## config.mk

```make
export PLATFORM = sky130hd
export DESIGN_NAME = delimiter_line_pager_unit
export DESIGN_NICKNAME = d
export VERILOG_FILES = /design/src/rtl/core/dlp_pkg.sv /design/src/rtl/core/dlp_out_queue.sv /design/src/rtl/core/dlp_ctrl.sv /design/src/rtl/core/dlp_datapath.sv /design/src/rtl/core/delimiter_line_pager_unit.sv
export SDC_FILE = /design/constraint.sdc
export NUM_CORES = 2
export LEC_CHECK = 0
export BUFFER_PORTS_ARGS = -buffer_cell sky130_fd_sc_hd__buf_2
export CAP_MARGIN = 40
export CORE_MARGIN = 1.5
export CORE_UTILIZATION = 60
export DETAILED_ROUTE_END_ITERATION = 7
export PLACE_DENSITY_LB_ADDON = 0.2
export SLEW_MARGIN = 10
export SYNTH_ARGS = -nofsm -noshare
export SYNTH_HDL_FRONTEND = slang
export SYNTH_SLANG_ARGS = --single-unit
export TNS_END_PERCENT = 100
```

## constraint.sdc

```tcl
create_clock -name clk -period 6.75 [get_ports clk]
set_input_delay 1.35 -clock clk [delete_from_list [all_inputs] [get_ports clk]]
set_output_delay 1.35 -clock clk [all_outputs]
set_load 0.01 [all_outputs]
```

## src/rtl/core/dlp_pkg.sv

```systemverilog
// Shared types and constants of the delimiter line pager.
package dlp_pkg;

	localparam int BYTE_W     = 8;
	localparam int IN_POS_W   = 32;
	localparam int OUT_W      = 32;
	localparam int CFG_DATA_W = 32;
	localparam int CFG_IDX_W  = 2;
	localparam int LINES_W    = 7;

	localparam logic [CFG_IDX_W-1:0] REG_PAGE_LINES    = 2'd0;
	localparam logic [CFG_IDX_W-1:0] REG_DELIMITER     = 2'd1;
	localparam logic [CFG_IDX_W-1:0] REG_BACKWARD_MODE = 2'd2;
	localparam logic [CFG_IDX_W-1:0] REG_FILE_LENGTH   = 2'd3;

	localparam logic [LINES_W-1:0] PAGE_LINES_RST = 7'd64;
	localparam logic [BYTE_W-1:0]  DELIMITER_RST  = 8'd10;

	localparam logic OP_DATA = 1'b0;
	localparam logic OP_EOS  = 1'b1;

	typedef struct packed {
		logic             page_end;
		logic [OUT_W-1:0] length;
		logic [OUT_W-1:0] start;
	} piece_t;

	typedef struct packed {
		logic take_item;
		logic emit_entry;
	} ctrl_cmd_t;

	typedef struct packed {
		logic need_flush;
		logic last_entry;
		logic fill_nz;
	} dp_status_t;

endpackage

```

## src/rtl/core/dlp_out_queue.sv

```systemverilog
// Two-entry result queue between the pager core and the output stream.
module dlp_out_queue (
	input  logic            clk,
	input  logic            arst_n,
	input  logic            push,
	input  dlp_pkg::piece_t push_data,
	output logic            full,
	output logic            out_valid,
	input  logic            out_ready,
	output dlp_pkg::piece_t out_data
);

	dlp_pkg::piece_t entry0_q;
	dlp_pkg::piece_t entry1_q;
	logic [1:0]      count_q;
	logic            pop;

	assign pop       = out_valid && out_ready;
	assign full      = (count_q == 2'd2);
	assign out_valid = (count_q != 2'd0);
	assign out_data  = entry0_q;

	always_ff @(posedge clk or negedge arst_n) begin
		if (!arst_n) begin
			count_q <= 2'd0;
		end else if (push && !pop) begin
			count_q <= count_q + 2'd1;
		end else if (pop && !push) begin
			count_q <= count_q - 2'd1;
		end
	end

	always_ff @(posedge clk) begin
		if (push && !pop) begin
			if (count_q == 2'd0) begin
				entry0_q <= push_data;
			end else begin
				entry1_q <= push_data;
			end
		end else if (pop && !push) begin
			entry0_q <= entry1_q;
		end else if (pop && push) begin
			if (count_q == 2'd1) begin
				entry0_q <= push_data;
			end else begin
				entry0_q <= entry1_q;
				entry1_q <= push_data;
			end
		end
	end

	a_count_bound: assert property (@(posedge clk) disable iff (!arst_n)
		count_q != 2'd3)
		else $error("result queue count out of range");

endmodule

```

## src/rtl/core/dlp_ctrl.sv

```systemverilog
// Controller state machine: item acceptance and segment flush sequencing.
module dlp_ctrl (
	input  logic                clk,
	input  logic                arst_n,
	input  logic                s_tvalid,
	output logic                s_tready,
	input  logic                q_full,
	input  dlp_pkg::dp_status_t status,
	output dlp_pkg::ctrl_cmd_t  cmd
);

	typedef enum logic [2:0] {
		S_IDLE    = 3'b001,
		S_FL_READ = 3'b010,
		S_FL_EMIT = 3'b100
	} state_t;

	state_t state_q;
	state_t state_d;

	always_comb begin
		s_tready       = (state_q == S_IDLE) && !q_full;
		cmd.take_item  = s_tready && s_tvalid;
		cmd.emit_entry = (state_q == S_FL_EMIT) && !q_full;
		state_d        = state_q;
		unique case (state_q)
			S_IDLE: begin
				if (cmd.take_item && status.need_flush) begin
					state_d = S_FL_READ;
				end
			end
			S_FL_READ: begin
				state_d = S_FL_EMIT;
			end
			S_FL_EMIT: begin
				if (cmd.emit_entry) begin
					state_d = status.last_entry ? S_IDLE : S_FL_READ;
				end
			end
			default: begin
				state_d = S_IDLE;
			end
		endcase
	end

	always_ff @(posedge clk or negedge arst_n) begin
		if (!arst_n) begin
			state_q <= S_IDLE;
		end else begin
			state_q <= state_d;
		end
	end

	a_emit_has_room: assert property (@(posedge clk) disable iff (!arst_n)
		cmd.emit_entry |-> !q_full)
		else $error("segment emitted into a full queue");

	a_flush_has_data: assert property (@(posedge clk) disable iff (!arst_n)
		(state_q != S_IDLE) |-> status.fill_nz)
		else $error("flush running with an empty segment store");

	a_last_ends_flush: assert property (@(posedge clk) disable iff (!arst_n)
		(cmd.emit_entry && status.last_entry) |=> (state_q == S_IDLE))
		else $error("flush did not end after its last segment");

endmodule

```

## src/rtl/core/dlp_datapath.sv

```systemverilog
// Datapath: configuration registers, scan state, segment store and piece forming.
module dlp_datapath #(
	parameter int MAX_PAGE_LINES = 64,
	parameter int POS_BITS       = 32
) (
	input  logic                                 clk,
	input  logic                                 arst_n,
	input  logic                                 cfg_we,
	input  logic [dlp_pkg::CFG_IDX_W-1:0]        cfg_index,
	input  logic [dlp_pkg::CFG_DATA_W-1:0]       cfg_data,
	input  logic                                 in_opcode,
	input  logic [dlp_pkg::BYTE_W-1:0]           in_byte,
	input  logic [dlp_pkg::IN_POS_W-1:0]         in_pos,
	input  dlp_pkg::ctrl_cmd_t                   cmd,
	output dlp_pkg::dp_status_t                  status,
	output logic                                 push,
	output dlp_pkg::piece_t                      push_data
);

	localparam int PW = POS_BITS;
	localparam int FW = $clog2(MAX_PAGE_LINES + 1);
	localparam int AW = (MAX_PAGE_LINES > 1) ? $clog2(MAX_PAGE_LINES) : 1;
	localparam int LW = dlp_pkg::LINES_W;
	localparam logic [LW-1:0] MAX_LINES = LW'(MAX_PAGE_LINES);
	localparam logic [FW-1:0] FILL_MAX  = FW'(MAX_PAGE_LINES);

	// Configuration registers.
	logic [LW-1:0]                  page_lines_q;
	logic [dlp_pkg::BYTE_W-1:0]     delimiter_q;
	logic                           backward_q;
	logic [dlp_pkg::CFG_DATA_W-1:0] file_length_q;

	// Scan state.
	logic [LW-1:0] line_count_q;
	logic [PW-1:0] page_begin_q;
	logic          last_delim_q;
	logic [PW-1:0] seg_stop_q;
	logic          scan_open_q;
	logic [FW-1:0] fill_q;
	logic [FW-1:0] rd_idx_q;

	logic [2*PW-1:0] seg_mem [MAX_PAGE_LINES];
	logic [2*PW-1:0] rd_data_q;

	logic [PW-1:0]   size;
	logic [PW-1:0]   pos;
	logic [PW:0]     pos_inc;
	logic [PW-1:0]   seg_stop_cur;
	logic [LW-1:0]   lines_pp;
	logic [LW-1:0]   lc_inc;
	logic [FW-1:0]   fill_inc;
	logic            is_data;
	logic            is_eos;
	logic            is_delim;
	logic            in_file;
	logic            size_zero;
	logic            fwd_delim;
	logic            bwd_delim;
	logic            page_full;
	logic            bwd_close;
	logic            store_room;
	logic            mem_we;
	logic [2*PW-1:0] mem_wdata;
	logic            direct_push;
	dlp_pkg::piece_t direct_piece;
	dlp_pkg::piece_t entry_piece;
	logic [PW-1:0]   ent_start;
	logic [PW-1:0]   ent_stop;

	always_comb begin
		size         = PW'(file_length_q);
		pos          = PW'(in_pos);
		pos_inc      = {1'b0, pos} + {{PW{1'b0}}, 1'b1};
		seg_stop_cur = scan_open_q ? seg_stop_q : size;
		if (page_lines_q == '0) begin
			lines_pp = LW'(1);
		end else if (page_lines_q > MAX_LINES) begin
			lines_pp = MAX_LINES;
		end else begin
			lines_pp = page_lines_q;
		end
		store_room = (fill_q < FILL_MAX);
		fill_inc   = store_room ? fill_q + FW'(1) : fill_q;
		lc_inc     = line_count_q + LW'(1);
		page_full  = (lc_inc >= lines_pp);
		is_data    = (in_opcode == dlp_pkg::OP_DATA);
		is_eos     = (in_opcode == dlp_pkg::OP_EOS);
		is_delim   = (in_byte == delimiter_q);
		in_file    = (pos < size);
		size_zero  = (size == '0);
		fwd_delim  = is_data && in_file && is_delim && !backward_q;
		bwd_delim  = is_data && in_file && is_delim && backward_q;
		bwd_close  = is_eos && !size_zero && backward_q;

		mem_we    = cmd.take_item && (bwd_delim || bwd_close) && store_room;
		mem_wdata = {bwd_delim ? pos_inc[PW-1:0] : {PW{1'b0}}, seg_stop_cur};

		// A result produced straight from the accepted item.
		direct_push  = 1'b0;
		direct_piece = '{page_end: 1'b1, length: '0, start: '0};
		if (fwd_delim && page_full && (pos >= page_begin_q)) begin
			direct_push        = 1'b1;
			direct_piece.start  = dlp_pkg::OUT_W'(page_begin_q);
			direct_piece.length = dlp_pkg::OUT_W'(pos - page_begin_q);
		end else if (is_eos && size_zero) begin
			direct_push = 1'b1;
		end else if (is_eos && !backward_q) begin
			if (page_begin_q < size) begin
				direct_push        = 1'b1;
				direct_piece.start  = dlp_pkg::OUT_W'(page_begin_q);
				direct_piece.length = dlp_pkg::OUT_W'(size - page_begin_q);
			end else if (last_delim_q) begin
				direct_push = 1'b1;
			end
		end

		status.need_flush = (bwd_delim && (8'(fill_inc) >= 8'(lines_pp))) || bwd_close;
		status.last_entry = (FW'(rd_idx_q + FW'(1)) == fill_q);
		status.fill_nz    = (fill_q != '0);

		// Stored segments are (start, stop) with start in the upper half.
		ent_start          = rd_data_q[2*PW-1:PW];
		ent_stop           = rd_data_q[PW-1:0];
		entry_piece.start  = dlp_pkg::OUT_W'(ent_start);
		entry_piece.length = (ent_stop >= ent_start) ?
			dlp_pkg::OUT_W'(ent_stop - ent_start) : '0;
		entry_piece.page_end = status.last_entry;

		push      = (cmd.take_item && direct_push) || cmd.emit_entry;
		push_data = cmd.emit_entry ? entry_piece : direct_piece;
	end

	always_ff @(posedge clk or negedge arst_n) begin
		if (!arst_n) begin
			page_lines_q  <= dlp_pkg::PAGE_LINES_RST;
			delimiter_q   <= dlp_pkg::DELIMITER_RST;
			backward_q    <= 1'b0;
			file_length_q <= '0;
		end else if (cfg_we) begin
			unique case (cfg_index)
				dlp_pkg::REG_PAGE_LINES:    page_lines_q  <= cfg_data[LW-1:0];
				dlp_pkg::REG_DELIMITER:     delimiter_q   <= cfg_data[dlp_pkg::BYTE_W-1:0];
				dlp_pkg::REG_BACKWARD_MODE: backward_q    <= cfg_data[0];
				dlp_pkg::REG_FILE_LENGTH:   file_length_q <= cfg_data;
				default: ;
			endcase
		end
	end

	always_ff @(posedge clk or negedge arst_n) begin
		if (!arst_n) begin
			line_count_q <= '0;
			page_begin_q <= '0;
			last_delim_q <= 1'b0;
			seg_stop_q   <= '0;
			scan_open_q  <= 1'b0;
			fill_q       <= '0;
			rd_idx_q     <= '0;
		end else if (cmd.take_item) begin
			rd_idx_q <= '0;
			if (is_eos) begin
				line_count_q <= '0;
				page_begin_q <= '0;
				last_delim_q <= 1'b0;
				scan_open_q  <= 1'b0;
				fill_q       <= bwd_close ? fill_inc : '0;
			end else begin
				scan_open_q <= 1'b1;
				seg_stop_q  <= bwd_delim ? pos : seg_stop_cur;
				if (in_file && (pos_inc == {1'b0, size})) begin
					last_delim_q <= is_delim;
				end
				if (fwd_delim) begin
					line_count_q <= page_full ? '0 : lc_inc;
					if (page_full) begin
						page_begin_q <= pos_inc[PW-1:0];
					end
				end
				if (bwd_delim) begin
					fill_q <= fill_inc;
				end
			end
		end else if (cmd.emit_entry) begin
			if (status.last_entry) begin
				fill_q <= '0;
			end else begin
				rd_idx_q <= rd_idx_q + FW'(1);
			end
		end
	end

	always_ff @(posedge clk) begin
		if (mem_we) begin
			seg_mem[fill_q[AW-1:0]] <= mem_wdata;
		end
		rd_data_q <= seg_mem[rd_idx_q[AW-1:0]];
	end

endmodule

```

## src/rtl/core/delimiter_line_pager_unit.sv

```systemverilog
// Top level of the delimiter line pager: splits a byte stream into pages of lines.
//
// Channel   Dir  Handshake           Payload
// s_*       in   s_tvalid/s_tready   tdata: byte_value, byte_pos; tuser: opcode
// m_*       out  m_tvalid/m_tready   tdata: piece_start, piece_length; tlast: page_end
// cfg_*     in   cfg_valid/cfg_ready cfg_index selects the register, cfg_data its value
//
// A data beat that starts no flush, or a forward end of scan, leaves the block ready again
// on the next cycle as long as the two-entry result queue has a free slot.
// A backward flush reads the segment store through its single registered read port; each
// segment goes through S_FL_READ and S_FL_EMIT in turn, and s_tready stays low throughout.
// Reset is asynchronous and active low; it loads the register defaults and empties the
// scan state and the result queue, while the segment store contents stay undefined.
// A stalled m_tready holds results in the queue and, once it is full, holds off input.
module delimiter_line_pager_unit #(
	parameter int MAX_PAGE_LINES = 64,
	parameter int POS_BITS       = 32
) (
	input  logic        clk,
	input  logic        arst_n,
	input  logic        s_tvalid,
	output logic        s_tready,
	input  logic [39:0] s_tdata,   // [7:0] byte_value, [39:8] byte_pos
	input  logic [0:0]  s_tuser,   // [0] opcode (0 data byte, 1 end of scan)
	output logic        m_tvalid,
	input  logic        m_tready,
	output logic [63:0] m_tdata,   // [31:0] piece_start, [63:32] piece_length
	output logic        m_tlast,   // page_end
	input  logic        cfg_valid,
	output logic        cfg_ready,
	input  logic [1:0]  cfg_index,
	input  logic [31:0] cfg_data
);

	dlp_pkg::ctrl_cmd_t  cmd;
	dlp_pkg::dp_status_t status;
	dlp_pkg::piece_t     push_data;
	dlp_pkg::piece_t     out_data;
	logic                push;
	logic                q_full;

	// Registers may be written at any cycle; a write applies from the next beat on.
	assign cfg_ready = 1'b1;

	dlp_ctrl u_ctrl (
		.clk      (clk),
		.arst_n   (arst_n),
		.s_tvalid (s_tvalid),
		.s_tready (s_tready),
		.q_full   (q_full),
		.status   (status),
		.cmd      (cmd)
	);

	dlp_datapath #(
		.MAX_PAGE_LINES (MAX_PAGE_LINES),
		.POS_BITS       (POS_BITS)
	) u_datapath (
		.clk       (clk),
		.arst_n    (arst_n),
		.cfg_we    (cfg_valid && cfg_ready),
		.cfg_index (cfg_index),
		.cfg_data  (cfg_data),
		.in_opcode (s_tuser[0]),
		.in_byte   (s_tdata[7:0]),
		.in_pos    (s_tdata[39:8]),
		.cmd       (cmd),
		.status    (status),
		.push      (push),
		.push_data (push_data)
	);

	// Each beat from the core becomes one output beat, in order.
	dlp_out_queue u_out_queue (
		.clk       (clk),
		.arst_n    (arst_n),
		.push      (push),
		.push_data (push_data),
		.full      (q_full),
		.out_valid (m_tvalid),
		.out_ready (m_tready),
		.out_data  (out_data)
	);

	assign m_tdata = {out_data.length, out_data.start};
	assign m_tlast = out_data.page_end;

endmodule

```

==> summary.md <==
| Metric | Value |
|---|---|
| Most common cell in the netlist | sky130_fd_sc_hd__edfxtp_1 |
| Final-stage net count | 8884 |
| Maximum number of pins on one net before global-route repair | 144 |
| Total gr overflow | 0 |
| DRC viols | 0 |
| Data arrival, critical path | 5.83 ns |
| Post-synth EDFFs | about 4200 |
| Fraction of the cycle the final worst path needs | roughly three quarters |
| Number of global-route vias before repair | about 89000 |
| Flip-flop cell with the highest count after synthesis | sky130_fd_sc_hd__edfxtp_1 |
| Aggregate routed wire length | between 500000 and 600000 um |
| Maximum clock rate | between 150 and 200 MHz |
| Starting density of the core | between 60 and 70% |
| CP bufs+invs | 4 |
| Total number of cells along the worst setup path | 16 |
| Transition time at the pin with the least slew margin | 1.03 ns |
| Fraction of synthesis flops using an asynchronous set or reset pin | 3.16% |
| Die outline height | between 500 and 600 um |
| Dominant cells by area after synthesis | sky130_fd_sc_hd__edfxtp_1 72%, sky130_fd_sc_hd__mux4_2 17%, sky130_fd_sc_hd__dfrtp_1 1.9%, sky130_fd_sc_hd__ha_1 1.1%, sky130_fd_sc_hd__dfxtp_1 0.73% |
| Kind of path behind the tightest hold check | input port to async pin |
| Fraction of synthesized area in multiplexers | between 10% and 20% |
| Final-layout setup total negative slack | 0 ns |
| Clock latency on the worst-skew pair | 0.99 ns |
| Max-cap check violation count | 0 |
| Stage delay of the slowest cell on the critical path | ~0.84 ns |
| Post-synth cell types | between 90 and 100 |
| Syn Area/Cell | 21.7 sq um |
| Resized cells post-CTS | 0 |
| Maximum net fanout on the critical path | 54 |
| Startpoint type of the worst setup path | register |
| Synthesis-to-layout area growth | 13.1% |
| Mapped Area | ~180000 sq um |
| P_leak | 59.1 nW |
| Critical path class | register to register |
| Synthesized-area fraction occupied by and/or/nand/nor cells | between 2 and 2.5% |
| Via count | approximately 91000 |
| Gate family responsible for the most delay along the worst path | compound AO/OA/AOI/OAI gates |
| Number of primary I/O pins | 148 |
| Cell taking the most area after synthesis | sky130_fd_sc_hd__edfxtp_1 |
| Synthesized instance count | ~8100 |
| Detailed Place HPWL | roughly 310000 um |
| Final worst hold slack | 0.197 ns |
| Setup Fix Bufs, Post-CTS | 0 |
| Drt via density | around 7 |
| Synth Register Bits | roughly 4400 |
| Part of the Yosys area used for sequential elements | about three quarters |
| Final worst path period need | a little over 5 ns |
| Ranking of synthesized cells by instance count | 4226 x sky130_fd_sc_hd__edfxtp_1, 1344 x sky130_fd_sc_hd__mux4_2, 266 x sky130_fd_sc_hd__clkbuf_1, 260 x sky130_fd_sc_hd__nand2_1, 214 x sky130_fd_sc_hd__nor2_1 |
| Type of element capturing the critical path | register |
| Depth of the worst register-to-register path | 16 |
| I/O Buffers | ~150 |
| DRT antenna net count | 0 |
| Worst clock skew | ~0.069 ns |
| Site Rows | about 200 |
| Adder-Cell Fraction of Synth Area | around 1.1% |
| Unrepaired setup endpoints after global routing | false |
| Die area | 297000 sq um |
| Final RePlAce weighted congestion | ~1 |
| Global-route wire length before repair | 709000 um |
| Share of layout cells above drive strength 1 | 30.7% |
| Clock buffer depth | 4 |
| CP required | between 7 and 8 ns |
| Number of synthesis warnings | 0 |
| Final count of pins violating max slew | 0 |
| Clock tree from TritonCTS | done |
| CTS root buf | sky130_fd_sc_hd__clkbuf_16 |
| Post-CTS clock slew at the launch and capture registers of the worst setup and hold paths | 0.07 ns |
| Placeable core region | between 200000 and 300000 sq um |
| Ratio of total power to cell area | about 320 nW/um^2 |
| Length of the first detailed-routing pass in iterations | 6 |
| Ordered cell list for the critical path | inv_1, ha_1, nand4_1, or4_1, o31ai_1, nor4_1, o311ai_2, nand3_1, a21oi_1, o21ai_1, inv_1, ha_1, inv_1, a21o_2, buf_12, mux2_2 |
| Starting DRC count in detailed routing | about 14000 |
| Combined global-route utilization of all metal layers | 34.3% |
| Depth of the CTS H-tree | 5 |
| Horizontal die dimension | 545 um |
| Number of antenna violations at the first check in global routing | 63 |
| Number of clock buffers inserted by TritonCTS | 432 |
| Cell mode on critical path | sky130_fd_sc_hd__inv_1 |
| Outcome | finished, final reports clean |
| # hold bufs at CTS | 0 |
| Maximum VDD drop | between 0.3 and 0.4 mV |
| Nets in the synthesized netlist | approximately 8400 |
| Max_slew headroom | between 30% and 40% |
| Sinks on Clock Net | between 4000 and 5000 |
| Total power | 63.3 mW |
| Number of endpoints failing setup at the final stage | 0 |
| CP max-delay cell | sky130_fd_sc_hd__ha_1 |
| Post-Synth XOR/XNOR Area | less than 1% |
| WL per Instance | around 40 um |
| Combinational family with the most area after synthesis | multiplexers |
| Share of the synthesized area in compound gates (AO/OA/AOI/OAI) | 2.23% |
| Top cell type's share of synthesized area | 71.9% |
| Final hold violations | 0 |
-- stage by stage --
| stage | cell area (sq um) | cells | setup WS [ns] | util (%) |
|---|---|---|---|---|
| 6_report | 200000 | 12900 | 1.62 | 68.4 |
| 5_1_grt | 200000 | 12900 | 1.51 | 68.4 |
| 4_1_cts | 199000 | 12900 | 1.84 | 68.3 |
| 3_5_place_dp | 185000 | 12100 | 0.951 | 63.5 |
| 3_3_place_gp | 185000 | 12100 | 0.957 | 63.4 |
| 2_1_floorplan | 177000 | 8133 | -0.141 | - |
-- final timing paths --
kind / start / end / slack (ns)
max: u_datapath.page_begin_q[15] / u_out_queue.out_data[56] / 1.62
min reg2reg: u_datapath.seg_stop_q[0] / u_datapath.seg_stop_q[0] / 0.48
min in group clk: u_datapath.seg_stop_q[0] / u_datapath.seg_stop_q[0] / 0.48
max in group asynchronous: arst_n / u_datapath.rd_idx_q[2] / 5.55
min: arst_n / u_datapath.file_length_q[24] / 0.20
max reg2reg: u_datapath.page_begin_q[15] / u_out_queue.out_data[56] / 1.62
-- cells in the final DEF (no fill, tap or decap), types with 35 or more instances in the layout --
master and count:
sky130_fd_sc_hd__a21oi_1 114, sky130_fd_sc_hd__inv_1 139, sky130_fd_sc_hd__nor2_1 122, sky130_fd_sc_hd__dfxtp_1 64
sky130_fd_sc_hd__edfxtp_1 4226, sky130_fd_sc_hd__bufinv_16 41, sky130_fd_sc_hd__clkbuf_16 437, sky130_fd_sc_hd__xor2_1 58
sky130_fd_sc_hd__clkinv_2 96, sky130_fd_sc_hd__o21ai_0 76, sky130_fd_sc_hd__nand3_1 57, sky130_fd_sc_hd__clkinv_1 90
sky130_fd_sc_hd__buf_4 251, sky130_fd_sc_hd__nand4_1 48, sky130_fd_sc_hd__xnor2_1 95, sky130_fd_sc_hd__clkbuf_1 70
sky130_fd_sc_hd__mux2_2 111, sky130_fd_sc_hd__o21ai_1 38, sky130_fd_sc_hd__mux4_2 1344, sky130_fd_sc_hd__ha_1 151
sky130_fd_sc_hd__nor3_1 36, sky130_fd_sc_hd__o31ai_1 42, sky130_fd_sc_hd__buf_12 70, sky130_fd_sc_hd__a21o_1 35
sky130_fd_sc_hd__dfrtp_1 129, sky130_fd_sc_hd__nand2_1 260, sky130_fd_sc_hd__buf_2 146, sky130_fd_sc_hd__nor2_4 92
-- sequential cells by signal, indices dropped and copies added, names as in the netlist, 8 cells and up --
name	cells
u_out_queue.out_data	65
u_datapath.seg_stop_q	32
u_datapath.page_begin_q	32
u_out_queue.entry1_q	65
u_datapath.file_length_q	32
u_datapath.delimiter_q	8
u_datapath.seg_mem	4096
u_datapath.rd_data_q	64
-- cells by family after synthesis --
family | count (synthesis)
buffers and inverters | 545
adder cells (fa/ha/maj) | 155
XOR/XNOR | 153
AO/OA/AOI/OAI | 588
flip-flops | 4430
other | 1
AND/OR/NAND/NOR | 775
multiplexers | 1486
-- per-layer routing --
| layer | wire [um] | global-route usage [%] |
|---|---|---|
| met1 | 188000 | 49.4 |
| met2 | 237000 | 52.2 |
| met3 | 57300 | 6.78 |
| met4 | 24700 | 14.7 |
| met5 | 111 | 0 |
-- report_power, final --
part           switching [mW]  internal (mW)
sequential              0.397           32.5
combinational            4.85           1.61
clock                    10.4           13.6
total                    15.6           47.7
-- cell type report --
cell class,instances,area (sq um)
Timing Repair Buffer,489,4520
Antenna cell,20,50.0
Clock inverter,279,2650
Multi-Input combinational cell,3158,43800
Fill cell,17700,92300
Clock buffer,523,11400
Inverter,139,522
Tap cell,3900,4880
Sequential cell,4430,132000
Note: power is estimated with default switching activity, not from simulation.
